## src/rtl/spre_pkg.sv

```systemverilog
// Shared widths, reset values, register indexes and controller/datapath
// command and status types for the scroll pool resist-and-ease block.
// No dependencies.
package spre_pkg;

   // Fixed-point formats
   localparam int FRAC_BITS = 16;              // fraction bits of pool, eat, pay
   localparam int POOL_BITS = 32;              // width of the owed pool
   localparam int K_BITS    = 16;              // fraction bits of pay share and scale factor

   // Port widths
   localparam int DELTA_W   = 15;
   localparam int EAT_W     = 24;
   localparam int PAY_W     = 17;
   localparam int SNAP_W    = 16;
   localparam int OUT_W     = 32;
   localparam int CSR_W     = 24;
   localparam int CSR_IDX_W = 2;

   // Derived datapath widths
   localparam int ADD_W     = DELTA_W + FRAC_BITS;
   localparam int SUM_W     = ((ADD_W > POOL_BITS) ? ADD_W : POOL_BITS) + 1;
   localparam int NEED_W    = POOL_BITS + 1;
   localparam int REM_W     = NEED_W + 1;
   localparam int PROD_W    = POOL_BITS + PAY_W;
   localparam int DIV_CNT_W = $clog2(K_BITS);

   localparam logic [PAY_W-1:0] PAY_ONE = PAY_W'(1) << K_BITS;

   // Register reset values
   localparam logic [EAT_W-1:0]  EAT_RST   = EAT_W'(13107);
   localparam logic [PAY_W-1:0]  FRAC_RST  = PAY_W'(6554);
   localparam logic              MODE_RST  = 1'b1;
   localparam logic [SNAP_W-1:0] SNAP_RST  = SNAP_W'(2097);

   // Register indexes
   typedef enum logic [CSR_IDX_W-1:0] {
      CSR_EAT_PER_TICK   = 2'd0,
      CSR_PAY_FRACTION   = 2'd1,
      CSR_SPLIT_MODE     = 2'd2,
      CSR_SNAP_THRESHOLD = 2'd3
   } spre_csr_idx_type;

   // Multiplier operand selection
   typedef enum logic [1:0] {
      MUL_REM_FRAC  = 2'd0,
      MUL_POOL_FRAC = 2'd1,
      MUL_EAT_K     = 2'd2,
      MUL_PAY_K     = 2'd3
   } spre_mul_sel_type;

   // Controller to datapath
   typedef struct packed {
      logic             add_load;       // add delta into pool, saturate
      logic             clamp_load;     // eat = min(eat, pool), remainder
      logic             mul_en;         // register one product
      spre_mul_sel_type mul_sel;
      logic             want_load;      // wanted payout and total need
      logic             unscaled_load;  // eat and pay as wanted
      logic             div_init;       // load divider with pool
      logic             div_step;       // one quotient bit
      logic             eat_from_prod;  // scaled eat
      logic             pay_from_prod;  // payout from product
      logic             pool_settle;    // subtract and snap
      logic             out_load;       // capture result
   } spre_cmd_type;

   // Datapath to controller
   typedef struct packed {
      logic split_mode;
      logic need_over;    // eat plus pay wanted exceed the pool
      logic over_draw;    // eat plus pay exceed the pool at settle
   } spre_sts_type;

endpackage

```

## src/rtl/spre_dpath.sv

```systemverilog
// Datapath of the scroll pool block: configuration registers, pool,
// shared multiplier, restoring divider and result registers.
// Depends on spre_pkg.
module spre_dpath (
   input  logic                          clock,
   input  logic                          reset,
   input  logic                          csr_wr_en,
   input  logic [spre_pkg::CSR_IDX_W-1:0] csr_index,
   input  logic [spre_pkg::CSR_W-1:0]    csr_wdata,
   input  logic [spre_pkg::DELTA_W-1:0]  req_new_delta,
   input  spre_pkg::spre_cmd_type        cmd,
   output spre_pkg::spre_sts_type        sts,
   output logic [spre_pkg::OUT_W-1:0]    rsp_pay_amount,
   output logic [spre_pkg::OUT_W-1:0]    rsp_eat_amount,
   output logic [spre_pkg::OUT_W-1:0]    rsp_pool_left
);
   import spre_pkg::*;

   function automatic logic [OUT_W-1:0] to_out(input logic [POOL_BITS-1:0] v);
      logic [POOL_BITS+OUT_W-1:0] w;
      w = (POOL_BITS+OUT_W)'(v);
      return w[OUT_W-1:0];
   endfunction

   logic [EAT_W-1:0]     eat_cfg_ff, eat_cfg_in;
   logic [PAY_W-1:0]     frac_cfg_ff, frac_cfg_in;
   logic                 mode_cfg_ff, mode_cfg_in;
   logic [SNAP_W-1:0]    snap_cfg_ff, snap_cfg_in;

   logic [POOL_BITS-1:0] pool_ff, pool_in;
   logic [POOL_BITS-1:0] eat_ff, eat_in;
   logic [POOL_BITS-1:0] pay_ff, pay_in;
   logic [POOL_BITS-1:0] want_pay_ff, want_pay_in;
   logic [NEED_W-1:0]    need_ff, need_in;
   logic [REM_W-1:0]     rem_ff, rem_in;
   logic [K_BITS-1:0]    quo_ff, quo_in;
   logic [PROD_W-1:0]    prod_ff, prod_in;
   logic [OUT_W-1:0]     pay_out_ff, pay_out_in;
   logic [OUT_W-1:0]     eat_out_ff, eat_out_in;
   logic [OUT_W-1:0]     pool_out_ff, pool_out_in;

   logic [PAY_W-1:0]     frac_eff;
   logic [SUM_W-1:0]     sum_wide;
   logic [POOL_BITS-1:0] pool_sum;
   logic [POOL_BITS-1:0] eat_ext;
   logic [POOL_BITS-1:0] eat_min;
   logic [POOL_BITS-1:0] mul_a;
   logic [PAY_W-1:0]     mul_b;
   logic [POOL_BITS-1:0] prod_shr;
   logic [REM_W-1:0]     rem_sh;
   logic [REM_W-1:0]     need_rem;
   logic [NEED_W-1:0]    spent;
   logic [POOL_BITS-1:0] pool_rest;

   // Write configuration registers
   always_comb begin
      eat_cfg_in  = eat_cfg_ff;
      frac_cfg_in = frac_cfg_ff;
      mode_cfg_in = mode_cfg_ff;
      snap_cfg_in = snap_cfg_ff;
      if (csr_wr_en) begin
         case (spre_csr_idx_type'(csr_index))
            CSR_EAT_PER_TICK:   eat_cfg_in  = csr_wdata[EAT_W-1:0];
            CSR_PAY_FRACTION:   frac_cfg_in = csr_wdata[PAY_W-1:0];
            CSR_SPLIT_MODE:     mode_cfg_in = csr_wdata[0];
            CSR_SNAP_THRESHOLD: snap_cfg_in = csr_wdata[SNAP_W-1:0];
            default: ;
         endcase
      end
   end

   // Clamp pay share to one
   assign frac_eff = (frac_cfg_ff > PAY_ONE) ? PAY_ONE : frac_cfg_ff;

   // Add incoming delta, saturate at pool maximum
   always_comb begin
      sum_wide = SUM_W'(pool_ff) + SUM_W'({req_new_delta, {FRAC_BITS{1'b0}}});
      pool_sum = (sum_wide > SUM_W'({POOL_BITS{1'b1}})) ? {POOL_BITS{1'b1}}
                                                        : sum_wide[POOL_BITS-1:0];
   end

   // Clamp eat to the pool
   assign eat_ext = POOL_BITS'(eat_cfg_ff);
   assign eat_min = (eat_ext > pool_ff) ? pool_ff : eat_ext;

   // Select multiplier operands
   always_comb begin
      case (cmd.mul_sel)
         MUL_REM_FRAC: begin
            mul_a = rem_ff[POOL_BITS-1:0];
            mul_b = frac_eff;
         end
         MUL_POOL_FRAC: begin
            mul_a = pool_ff;
            mul_b = frac_eff;
         end
         MUL_EAT_K: begin
            mul_a = eat_ext;
            mul_b = PAY_W'(quo_ff);
         end
         MUL_PAY_K: begin
            mul_a = want_pay_ff;
            mul_b = PAY_W'(quo_ff);
         end
         default: begin
            mul_a = '0;
            mul_b = '0;
         end
      endcase
   end

   assign prod_shr = prod_ff[K_BITS +: POOL_BITS];

   // Divider step and settle arithmetic
   assign rem_sh    = {rem_ff[REM_W-2:0], 1'b0};
   assign need_rem  = REM_W'(need_ff);
   assign spent     = NEED_W'(eat_ff) + NEED_W'(pay_ff);
   assign pool_rest = pool_ff - spent[POOL_BITS-1:0];

   // Next values of the working registers
   always_comb begin
      pool_in     = pool_ff;
      eat_in      = eat_ff;
      pay_in      = pay_ff;
      want_pay_in = want_pay_ff;
      need_in     = need_ff;
      rem_in      = rem_ff;
      quo_in      = quo_ff;
      prod_in     = prod_ff;
      pay_out_in  = pay_out_ff;
      eat_out_in  = eat_out_ff;
      pool_out_in = pool_out_ff;

      if (cmd.add_load) pool_in = pool_sum;

      if (cmd.clamp_load) begin
         eat_in = eat_min;
         rem_in = REM_W'(pool_ff - eat_min);
      end

      if (cmd.mul_en) prod_in = PROD_W'(mul_a) * PROD_W'(mul_b);

      if (cmd.want_load) begin
         want_pay_in = prod_shr;
         need_in     = NEED_W'(eat_cfg_ff) + NEED_W'(prod_shr);
      end

      if (cmd.unscaled_load) begin
         eat_in = eat_ext;
         pay_in = want_pay_ff;
      end

      // Restoring division: k = (pool << K_BITS) / need, pool < need
      if (cmd.div_init) begin
         rem_in = REM_W'(pool_ff);
         quo_in = '0;
      end else if (cmd.div_step) begin
         if (rem_sh >= need_rem) begin
            rem_in = rem_sh - need_rem;
            quo_in = {quo_ff[K_BITS-2:0], 1'b1};
         end else begin
            rem_in = rem_sh;
            quo_in = {quo_ff[K_BITS-2:0], 1'b0};
         end
      end

      if (cmd.eat_from_prod) eat_in = prod_shr;
      if (cmd.pay_from_prod) pay_in = prod_shr;

      // Subtract what was spent, drop a remainder below the snap level
      if (cmd.pool_settle)
         pool_in = (pool_rest < POOL_BITS'(snap_cfg_ff)) ? '0 : pool_rest;

      if (cmd.out_load) begin
         pay_out_in  = to_out(pay_ff);
         eat_out_in  = to_out(eat_ff);
         pool_out_in = to_out(pool_ff);
      end
   end

   // Control state: configuration and pool
   always_ff @(posedge clock) begin
      if (reset) begin
         eat_cfg_ff  <= EAT_RST;
         frac_cfg_ff <= FRAC_RST;
         mode_cfg_ff <= MODE_RST;
         snap_cfg_ff <= SNAP_RST;
         pool_ff     <= '0;
      end else begin
         eat_cfg_ff  <= eat_cfg_in;
         frac_cfg_ff <= frac_cfg_in;
         mode_cfg_ff <= mode_cfg_in;
         snap_cfg_ff <= snap_cfg_in;
         pool_ff     <= pool_in;
      end
   end

   // Payload registers
   always_ff @(posedge clock) begin
      eat_ff      <= eat_in;
      pay_ff      <= pay_in;
      want_pay_ff <= want_pay_in;
      need_ff     <= need_in;
      rem_ff      <= rem_in;
      quo_ff      <= quo_in;
      prod_ff     <= prod_in;
      pay_out_ff  <= pay_out_in;
      eat_out_ff  <= eat_out_in;
      pool_out_ff <= pool_out_in;
   end

   assign sts.split_mode = mode_cfg_ff;
   assign sts.need_over  = need_ff > NEED_W'(pool_ff);
   assign sts.over_draw  = spent > NEED_W'(pool_ff);

   assign rsp_pay_amount = pay_out_ff;
   assign rsp_eat_amount = eat_out_ff;
   assign rsp_pool_left  = pool_out_ff;

endmodule

```

## src/rtl/spre_ctrl.sv

```systemverilog
// Controller of the scroll pool block: sequences one tick through the
// datapath and owns the input and result handshakes.
// Depends on spre_pkg.
module spre_ctrl (
   input  logic                   clock,
   input  logic                   reset,
   input  logic                   req_valid,
   output logic                   req_ready,
   output logic                   rsp_valid,
   input  logic                   rsp_ready,
   input  spre_pkg::spre_sts_type sts,
   output spre_pkg::spre_cmd_type cmd
);
   import spre_pkg::*;

   typedef enum logic [3:0] {
      S_IDLE,
      S_PREP,
      S_MULT,
      S_WANT,
      S_CHECK,
      S_DIV,
      S_SCALE_EAT,
      S_SCALE_PAY,
      S_PAY,
      S_SETTLE,
      S_OUT
   } state_type;

   localparam logic [DIV_CNT_W-1:0] DIV_LAST = DIV_CNT_W'(K_BITS - 1);

   state_type              state_ff, state_in;
   logic                   rsp_valid_ff, rsp_valid_in;
   logic [DIV_CNT_W-1:0]   cnt_ff, cnt_in;

   // Next state and commands
   always_comb begin
      state_in     = state_ff;
      cnt_in       = cnt_ff;
      rsp_valid_in = rsp_valid_ff && !rsp_ready;
      cmd          = '0;
      cmd.mul_sel  = MUL_REM_FRAC;

      case (state_ff)
         S_IDLE: begin
            if (req_valid) begin
               cmd.add_load = 1'b1;
               state_in     = S_PREP;
            end
         end
         S_PREP: begin
            if (sts.split_mode) begin
               cmd.mul_en  = 1'b1;
               cmd.mul_sel = MUL_POOL_FRAC;
               state_in    = S_WANT;
            end else begin
               cmd.clamp_load = 1'b1;
               state_in       = S_MULT;
            end
         end
         S_MULT: begin
            cmd.mul_en  = 1'b1;
            cmd.mul_sel = MUL_REM_FRAC;
            state_in    = S_PAY;
         end
         S_WANT: begin
            cmd.want_load = 1'b1;
            state_in      = S_CHECK;
         end
         S_CHECK: begin
            if (sts.need_over) begin
               cmd.div_init = 1'b1;
               cnt_in       = '0;
               state_in     = S_DIV;
            end else begin
               cmd.unscaled_load = 1'b1;
               state_in          = S_SETTLE;
            end
         end
         S_DIV: begin
            cmd.div_step = 1'b1;
            if (cnt_ff == DIV_LAST) begin
               state_in = S_SCALE_EAT;
            end else begin
               cnt_in = cnt_ff + 1'b1;
            end
         end
         S_SCALE_EAT: begin
            cmd.mul_en  = 1'b1;
            cmd.mul_sel = MUL_EAT_K;
            state_in    = S_SCALE_PAY;
         end
         S_SCALE_PAY: begin
            cmd.eat_from_prod = 1'b1;
            cmd.mul_en        = 1'b1;
            cmd.mul_sel       = MUL_PAY_K;
            state_in          = S_PAY;
         end
         S_PAY: begin
            cmd.pay_from_prod = 1'b1;
            state_in          = S_SETTLE;
         end
         S_SETTLE: begin
            cmd.pool_settle = 1'b1;
            state_in        = S_OUT;
         end
         S_OUT: begin
            // Hold until the result register is free
            if (!rsp_valid_ff || rsp_ready) begin
               cmd.out_load = 1'b1;
               rsp_valid_in = 1'b1;
               state_in     = S_IDLE;
            end
         end
         default: state_in = S_IDLE;
      endcase
   end

   // State and registered outputs
   always_ff @(posedge clock) begin
      if (reset) begin
         state_ff     <= S_IDLE;
         rsp_valid_ff <= 1'b0;
         cnt_ff       <= '0;
      end else begin
         state_ff     <= state_in;
         rsp_valid_ff <= rsp_valid_in;
         cnt_ff       <= cnt_in;
      end
   end

   assign req_ready = (state_ff == S_IDLE);
   assign rsp_valid = rsp_valid_ff;

endmodule

```

## src/rtl/scroll_pool_resist_and_ease.sv

```systemverilog
// Top level of the scroll pool block: controller and datapath.
// Depends on spre_pkg, spre_ctrl, spre_dpath.
//
// Usage: each req_ transaction is one tick carrying the wheel delta that
// arrived on it. The delta joins a saturating pool of owed scroll;
// resistance eats a fixed amount and easing pays out a share of the pool,
// either eat-then-pay or as a proportional split when both cannot be met.
// Every tick gives one rsp_ transaction: payout, amount eaten, pool left.
// Registers are to be written through the csr_ port only while no tick is
// in flight; the user must keep to this, as the block does not enforce it.
// The controller works on one tick at a time and steps through PREP, MULT,
// PAY, SETTLE and OUT in eat-then-pay mode, and through PREP, WANT, CHECK,
// SETTLE and OUT in split mode when the pool covers the need, adding DIV,
// SCALE_EAT, SCALE_PAY and PAY before SETTLE when the split is scaled;
// DIV is the one-bit-per-cycle divider that forms the scale factor.
// Reset clears the pool to zero, loads register defaults and drops any
// pending result. When the receiver stalls, the result waits in the output
// register; the next tick is still accepted and computed, and its result
// waits in the datapath until the output register is taken.
module scroll_pool_resist_and_ease (
   input  logic                           clock,
   input  logic                           reset,
   input  logic                           csr_wr_en,
   input  logic [spre_pkg::CSR_IDX_W-1:0] csr_index,
   input  logic [spre_pkg::CSR_W-1:0]     csr_wdata,
   input  logic                           req_valid,
   output logic                           req_ready,
   input  logic [spre_pkg::DELTA_W-1:0]   req_new_delta,
   output logic                           rsp_valid,
   input  logic                           rsp_ready,
   output logic [spre_pkg::OUT_W-1:0]     rsp_pay_amount,
   output logic [spre_pkg::OUT_W-1:0]     rsp_eat_amount,
   output logic [spre_pkg::OUT_W-1:0]     rsp_pool_left
);
   import spre_pkg::*;

   spre_cmd_type cmd;
   spre_sts_type sts;

   spre_ctrl u_ctrl (
      .clock     (clock),
      .reset     (reset),
      .req_valid (req_valid),
      .req_ready (req_ready),
      .rsp_valid (rsp_valid),
      .rsp_ready (rsp_ready),
      .sts       (sts),
      .cmd       (cmd)
   );

   spre_dpath u_dpath (
      .clock          (clock),
      .reset          (reset),
      .csr_wr_en      (csr_wr_en),
      .csr_index      (csr_index),
      .csr_wdata      (csr_wdata),
      .req_new_delta  (req_new_delta),
      .cmd            (cmd),
      .sts            (sts),
      .rsp_pay_amount (rsp_pay_amount),
      .rsp_eat_amount (rsp_eat_amount),
      .rsp_pool_left  (rsp_pool_left)
   );

`ifndef ASSERT_OFF
   // One tick at a time: busy right after a transaction is taken
   a_busy_after_accept: assert property (@(posedge clock) disable iff (reset)
      req_valid && req_ready |=> !req_ready)
      else $error("input accepted while a tick is in flight");

   // Eat plus pay never exceed the pool they come from
   a_no_overdraw: assert property (@(posedge clock) disable iff (reset)
      cmd.pool_settle |-> !sts.over_draw)
      else $error("eat plus pay exceed the pool at settle");

   // Reset leaves the block idle with no result pending
   a_reset_idle: assert property (@(posedge clock)
      reset |=> !rsp_valid && req_ready)
      else $error("block not idle after reset");
`endif

endmodule
```

## config.mk

```make
export PLATFORM = sky130hd
export DESIGN_NAME = scroll_pool_resist_and_ease
export DESIGN_NICKNAME = d
export VERILOG_FILES = /design/src/rtl/spre_pkg.sv /design/src/rtl/spre_dpath.sv /design/src/rtl/spre_ctrl.sv /design/src/rtl/scroll_pool_resist_and_ease.sv
export SDC_FILE = /design/constraint.sdc
export NUM_CORES = 2
export LEC_CHECK = 0
export BUFFER_PORTS_ARGS = -buffer_cell sky130_fd_sc_hd__buf_2
export CAP_MARGIN = 10
export CORE_MARGIN = 3
export CORE_UTILIZATION = 50
export CTS_CLUSTER_SIZE = 8
export DETAILED_ROUTE_END_ITERATION = 12
export PLACE_DENSITY = 0.73
export SKIP_CTS_REPAIR_TIMING = 1
export SYNTH_ARGS = -nofsm -noshare
export SYNTH_HDL_FRONTEND = slang
export SYNTH_SLANG_ARGS = --single-unit
```

## constraint.sdc

```tcl
create_clock -name clock -period 9.7 [get_ports clock]
set_clock_uncertainty 0.2 [all_clocks]
set_input_delay 0.97 -clock clock [delete_from_list [all_inputs] [get_ports clock]]
set_output_delay 0.97 -clock clock [all_outputs]
set_load 0.02 [all_outputs]
```

# --- Word level (Yosys, flattened, before mapping) ---
# Cells that the tools add are included.
totals:
  reg_bits: 421
  word_cells: 122
  out_inout_bits: 98
  input_bits: 46
classes:
  add_sub_neg: 7
  order_cmp: 6
  mul: 1
  muxes: 45
  n_reduce_logical: 22
  n_eq_ne: 22
op_table:
  columns: ["cell", "n"]
  rows:
  - ["32-bit 2-to-1 mux", 11]
  - ["32-bit case mux with 4 select lines", 1]
  - ["33-bit 2-to-1 mux", 3]
  - ["32-bit by 17-bit multiplier with 48-bit output", 1]
  - ["4-bit case mux with 10 select lines", 1]
  - ["34-bit by 33-bit >= comparator with 1-bit output", 1]
  - ["17-bit case mux with 2 select lines", 1]
  - ["24-bit by 32-bit adder with 33-bit output", 1]
  - ["32-bit by 31-bit adder with 33-bit output", 1]
  - ["33-bit by 32-bit > comparator with 1-bit output", 1]
  - ["33-bit by 32-bit > comparator with 1-bit output (second input constant)", 1]
  - ["32-bit by 32-bit subtractor with 33-bit output", 1]
  - ["33-bit subtractor", 1]
  - ["32-bit adder", 1]
  - ["24-bit by 32-bit > comparator with 1-bit output", 1]
  - ["32-bit by 16-bit less-than comparator with 1-bit output", 1]
  - ["32-bit subtractor", 1]
  - ["4-bit 2-to-1 mux", 6]
  - ["17-bit > comparator (second input constant)", 1]
  - ["1-bit 2-to-1 mux", 17]
  - ["17-bit 2-to-1 mux", 1]
  - ["4-bit by 3-bit equality test with 1-bit output (second input constant)", 4]
  - ["4-bit equality test (second input constant)", 4]
  - ["3-bit case mux with 4 select lines", 1]
  - ["other kinds (20)", 40]

# --- Logic depth before layout (Yosys ltp) ---
logic_depth:
  depth_word: 6
  ltp_mapped: 32
  depth_no_buf: 30

# --- By module ---
# Synthesis repeated with hierarchy kept, for this count alone.
hier_totals:
  cells_unflattened: 4603
  area_unflattened_um2: 42793.5
by_module_without_submodules:
  columns: ["mod", "n_inst", "area_per_inst_um2", "cells_each", "seq_area_each_um2"]
  rows:
  - ["spre_dpath", 1, 42149.2, 4523, 10820.4]
  - ["spre_ctrl", 1, 644.4, 80, 180.2]

# --- Worst setup path after synthesis ---
# OpenSTA, ideal clock, no wires.
synth_timing:
  kind: "register to register"
  start: "register u_ctrl.state_ff[2]"
  end: "register u_dpath.prod_ff[47] (data pin)"
  stages_incl_launch_ff: 31
  setup_slack_ns: 1.486
  arrival_ns: 7.755
  synth_period_minus_slack_ns: 8.214
  t_required_ns: 9.241
  setup_time_ns: 0.259
  n_path_buf: 5
  path_cell_list: "dfxtp_1 -> clkbuf_1 -> nand2_1 -> nor2_1 -> buf_2 -> clkbuf_1 -> clkbuf_1 -> nand2_1 -> o21ai_1 -> clkbuf_1 -> nand2_1 -> fa_1 -> inv_1 -> fa_1 -> fa_1 -> fa_1 -> fa_1 -> inv_1 -> fa_1 -> inv_1 -> ha_1 -> a21oi_1 -> o21ai_0 -> o41ai_1 -> o22ai_1 -> nor3_1 -> o31ai_1 -> a211oi_1 -> o21bai_1 -> a21oi_1 -> xnor2_1"
synth_via:
  elab_chain_len: 6
  elab_cells_between_ends: 14
  cone_classes: "1 x mul; 7 x eq/ne; 3 x mux; 3 x reduce/logical"
synth_rtl:
  columns: ["item", "line_no", "rtl"]
  rows:
  - ["start, declared", "spre_ctrl.sv:32", "state_type state_ff, state_in;"]
  - ["start signal, assigned", "spre_ctrl.sv:126", "state_ff <= state_in;"]
  - ["4-bit by 3-bit equality test with 1-bit output, or another cell as far along", "spre_ctrl.sv:44", "case (state_ff)"]
  - ["3-bit case mux with 4 select lines (*)", "spre_ctrl.sv:44", null]
  - ["2-bit equality test, or another cell as far along", "spre_dpath.sv:88", "case (cmd.mul_sel)"]
  - ["2-bit OR reduction (no line)", null, null]
  - ["17-bit case mux with 2 select lines", "spre_dpath.sv:88", null]
  - ["32-bit by 17-bit multiplier with 48-bit output (*)", "spre_dpath.sv:141", "if (cmd.mul_en) prod_in = PROD_W'(mul_a) * PROD_W'(mul_b);"]
  - ["end signal, assigned", "spre_dpath.sv:206", "prod_ff <= prod_in;"]
  - ["end, declared", "spre_dpath.sv:37", "logic [PROD_W-1:0] prod_ff, prod_in;"]
# Every way passes the cells marked *; elsewhere a longest branch is shown, timed or not.
# A chain may end at the register's enable or synchronous reset.

# --- Final worst setup path ---
# Same ends and word-level chain as after synthesis.

==> flow_summary.yaml <==
run_status:
  status: "completed"
sta:
  fin_tns_setup_ns: 0
  setup_viol_count_final: 0
  hold_viol: 0
  period_minus_slack_ns: 9.22
  fmax_mhz: 108
  layout_setup_ws_ns: 0.479
  slew_headroom: 0.193
  rsz0062_at_grt: "false"
  tightestPinTransition_ns: 1.21
  period_share: 0.951
  drv_slew: 0
logic_synthesis:
  synth.distinct_cells: 94
  avgSynthCellArea_um2: 9.18
  async_reset_ff_frac: 0
  synth.area.mux_share: 0.0166
  yosys.area_share.simple: 0.141
  synth_top_family_by_area: "adder cells"
  synth_area_um2: 41700
  synth_seq_cells: 405
  synthAdderAreaFrac: 0.327
  yosys_most_used_dff: "edfxtp_1"
  syn_nets: 5381
  synth_edf_count: 289
  syn_inst: 4536
  synth_compound_area_frac: 0.138
  synth_seq_area_share: 0.264
  synth-xor-area-share: 0.0307
  yosysWarnings: 0
floorplanning:
  dieArea_um2: 86800
  io_pins: 144
  coreArea_um2: 82400
  start_util: 0.506
  fp.dieH_um: 295
  fp.dieW_um: 295
  row_count: 105
global_route:
  grt_max_degree: 74
  grt_pass1_wl_um: 209000
  antenna_found_initial: 5
  grt_util_all_layers: 0.318
  overflow: 0
  grt_pass1_vias: 34600
clock_network:
  cts_max_path_buffers: 3
  cts_max_level: 2
  clock-sinks: 405
  insertion_delay_ns: 0.65
  cts.reportedPaths.clkPinSlew_ns: 0.05
  cts_buffers: 56
  cts_tree: "done"
  clock-root-buffer: "clkbuf_16"
finish:
  areaGrowthSynthToFinish_pct: 10.3
  fin_nets: 5537
  n_fill_cell: 7311
  reg_top3: "u_dpath.need_ff x33, u_dpath.rem_ff x33"
  drive_gt1_frac: 0.0926
critical_path:
  path_common_cell: "fa_1"
  arrival_ns: 9.41
  cp-start-kind: "flip-flop"
  endpoint_kind: "flip-flop"
  cpLargestDelayFamily: "adder cells"
  required_ns: 9.89
  critPathSlowestCell: "dfxtp_1"
  cpPeakStageDelay_ns: 0.58
  critPathBufInv: 6
  critPathMaxFanout: 50
  crit_type: "flip-flop to flip-flop"
drt:
  ant_nets: 0
  routedWlPerCell_um: 23.7
  drt-total-wl_um: 138000
  drcViolationCount: 0
  first_pass_iters: 6
  routed_via_density: 5.95
  via_count: 34600
  dr.first_iter.drc_count: 3527
place:
  dpl_worst_slack_ns: 0.437
  gp_congestion: 1.03
  numPortBuffers: 143
  hpwl_um: 109000
min_path:
  hp-class: "flip-flop to flip-flop"
flow_run:
  maxCapViolCount: 0
cell usage after synthesis, types with 32 or more instances:
| library cell | n | area share |
|---|---|---|
| ha_1 | 318 | 0.096 |
| nor2_1 | 339 | 0.031 |
| clkbuf_1 | 151 | 0.014 |
| nor3_1 | 49 | 0.0059 |
| mux2i_1 | 33 | 0.0079 |
| edfxtp_1 | 289 | 0.21 |
| dfxtp_1 | 116 | 0.056 |
| xnor2_1 | 85 | 0.018 |
| and3_1 | 32 | 0.0048 |
| nand3_1 | 67 | 0.0080 |
| inv_1 | 720 | 0.065 |
| nand2b_1 | 32 | 0.0048 |
| a31oi_1 | 46 | 0.0069 |
| o211ai_1 | 33 | 0.0059 |
| a21o_1 | 112 | 0.020 |
| xor2_1 | 61 | 0.013 |
| a21oi_1 | 248 | 0.030 |
| and2_1 | 57 | 0.0086 |
| o21ai_0 | 176 | 0.021 |
| nand2_1 | 633 | 0.057 |
| mux2_2 | 32 | 0.0087 |
| fa_1 | 481 | 0.23 |
worst register-to-register path, delay by kind of cell, from the launching register on:
kind,cells,cell delay [ns]
adder cells (fa/ha/maj),7,3.53
AND/OR/NAND/NOR,7,1.95
AO/OA/AOI/OAI,7,1.68
buffers and inverters,6,0.94
flip-flops,1,0.58
XOR/XNOR,1,0.09
cell families (layout without fill, tap and decap cells):
family / after synthesis / after routing
AND/OR/NAND/NOR: 1331 / 1331
buffers and inverters: 900 / 1104
AO/OA/AOI/OAI: 890 / 890
adder cells (fa/ha/maj): 799 / 799
flip-flops: 405 / 405
XOR/XNOR: 146 / 146
multiplexers: 65 / 65
other: 0 / 5
metal layers:
| metal | global-route usage | routed length (um) |
|---|---|---|
| met5 | 0 | 0 |
| met4 | 0.140 | 7090 |
| met3 | 0.0794 | 15300 |
| met2 | 0.492 | 60900 |
| met1 | 0.427 | 54600 |
per-stage QoR:
step | cells | hold slack, ns | instance area, um^2 | utilization
global route | 5810 | 0.265 | 45900 | 0.557
CTS | 5810 | 0.255 | 45900 | 0.557
floorplan | 4536 | 0.206 | 41700 | -
finish | 5815 | 0.252 | 45900 | 0.558
global placement | 5704 | 0.234 | 44200 | 0.537
detailed placement | 5704 | 0.243 | 44200 | 0.537
cells in the final DEF, fill, tap and decap left out, types with 15 or more instances in the layout:
cell and count:
inv_1 720, a21o_1 112, o21ai_0 176, buf_2 143, and2_1 57, fa_1 481
nor2_1 337, o21ai_1 19, nand2b_1 32, clkbuf_1 46, nand4_1 23, a31oi_1 44
xnor2_1 85, and3_1 32, buf_4 126, o221ai_1 15, nand2_1 631, nor2b_1 23
ha_1 318, o22ai_1 21, nand3_1 67, a21oi_1 243, a211oi_1 29, a22oi_1 19
dfxtp_1 115, o211ai_1 33, edfxtp_1 289, xor2_1 61, mux2_2 32, o21a_1 31
o21bai_1 15, clkbuf_16 57, mux2i_1 33, nor3_1 47
area by class of cell:
| cell class | count | area [um^2] | share of cell area |
|---|---|---|---|
| inverters | 720 | 2700 | 0.0588 |
| repair buffers | 278 | 1840 | 0.0401 |
| diodes | 5 | 12.5 | 0.000272 |
| multi-input cells | 3231 | 27400 | 0.596 |
| well taps | 1070 | 1340 | 0.0291 |
| flip-flops and latches | 405 | 11000 | 0.240 |
| clock buffers | 104 | 1610 | 0.0351 |
| clock inverters | 2 | 60.1 | 0.00131 |
final timing paths:
path / to / cells past startpoint / start / slack (ns)
setup / recovery: u_dpath.prod_ff[47] / 28 / u_ctrl.state_ff[2] / 0.48
hold reg to reg: u_dpath.snap_cfg_ff[6] / 2 / u_dpath.snap_cfg_ff[6] / 0.25
hold / removal: u_dpath.snap_cfg_ff[6] / 2 / u_dpath.snap_cfg_ff[6] / 0.25
setup reg to reg: u_dpath.prod_ff[47] / 28 / u_ctrl.state_ff[2] / 0.48
Power is left out: the tool's default activity adds up to more than one toggle a clock period on the data nets, which glitch-free logic cannot reach.
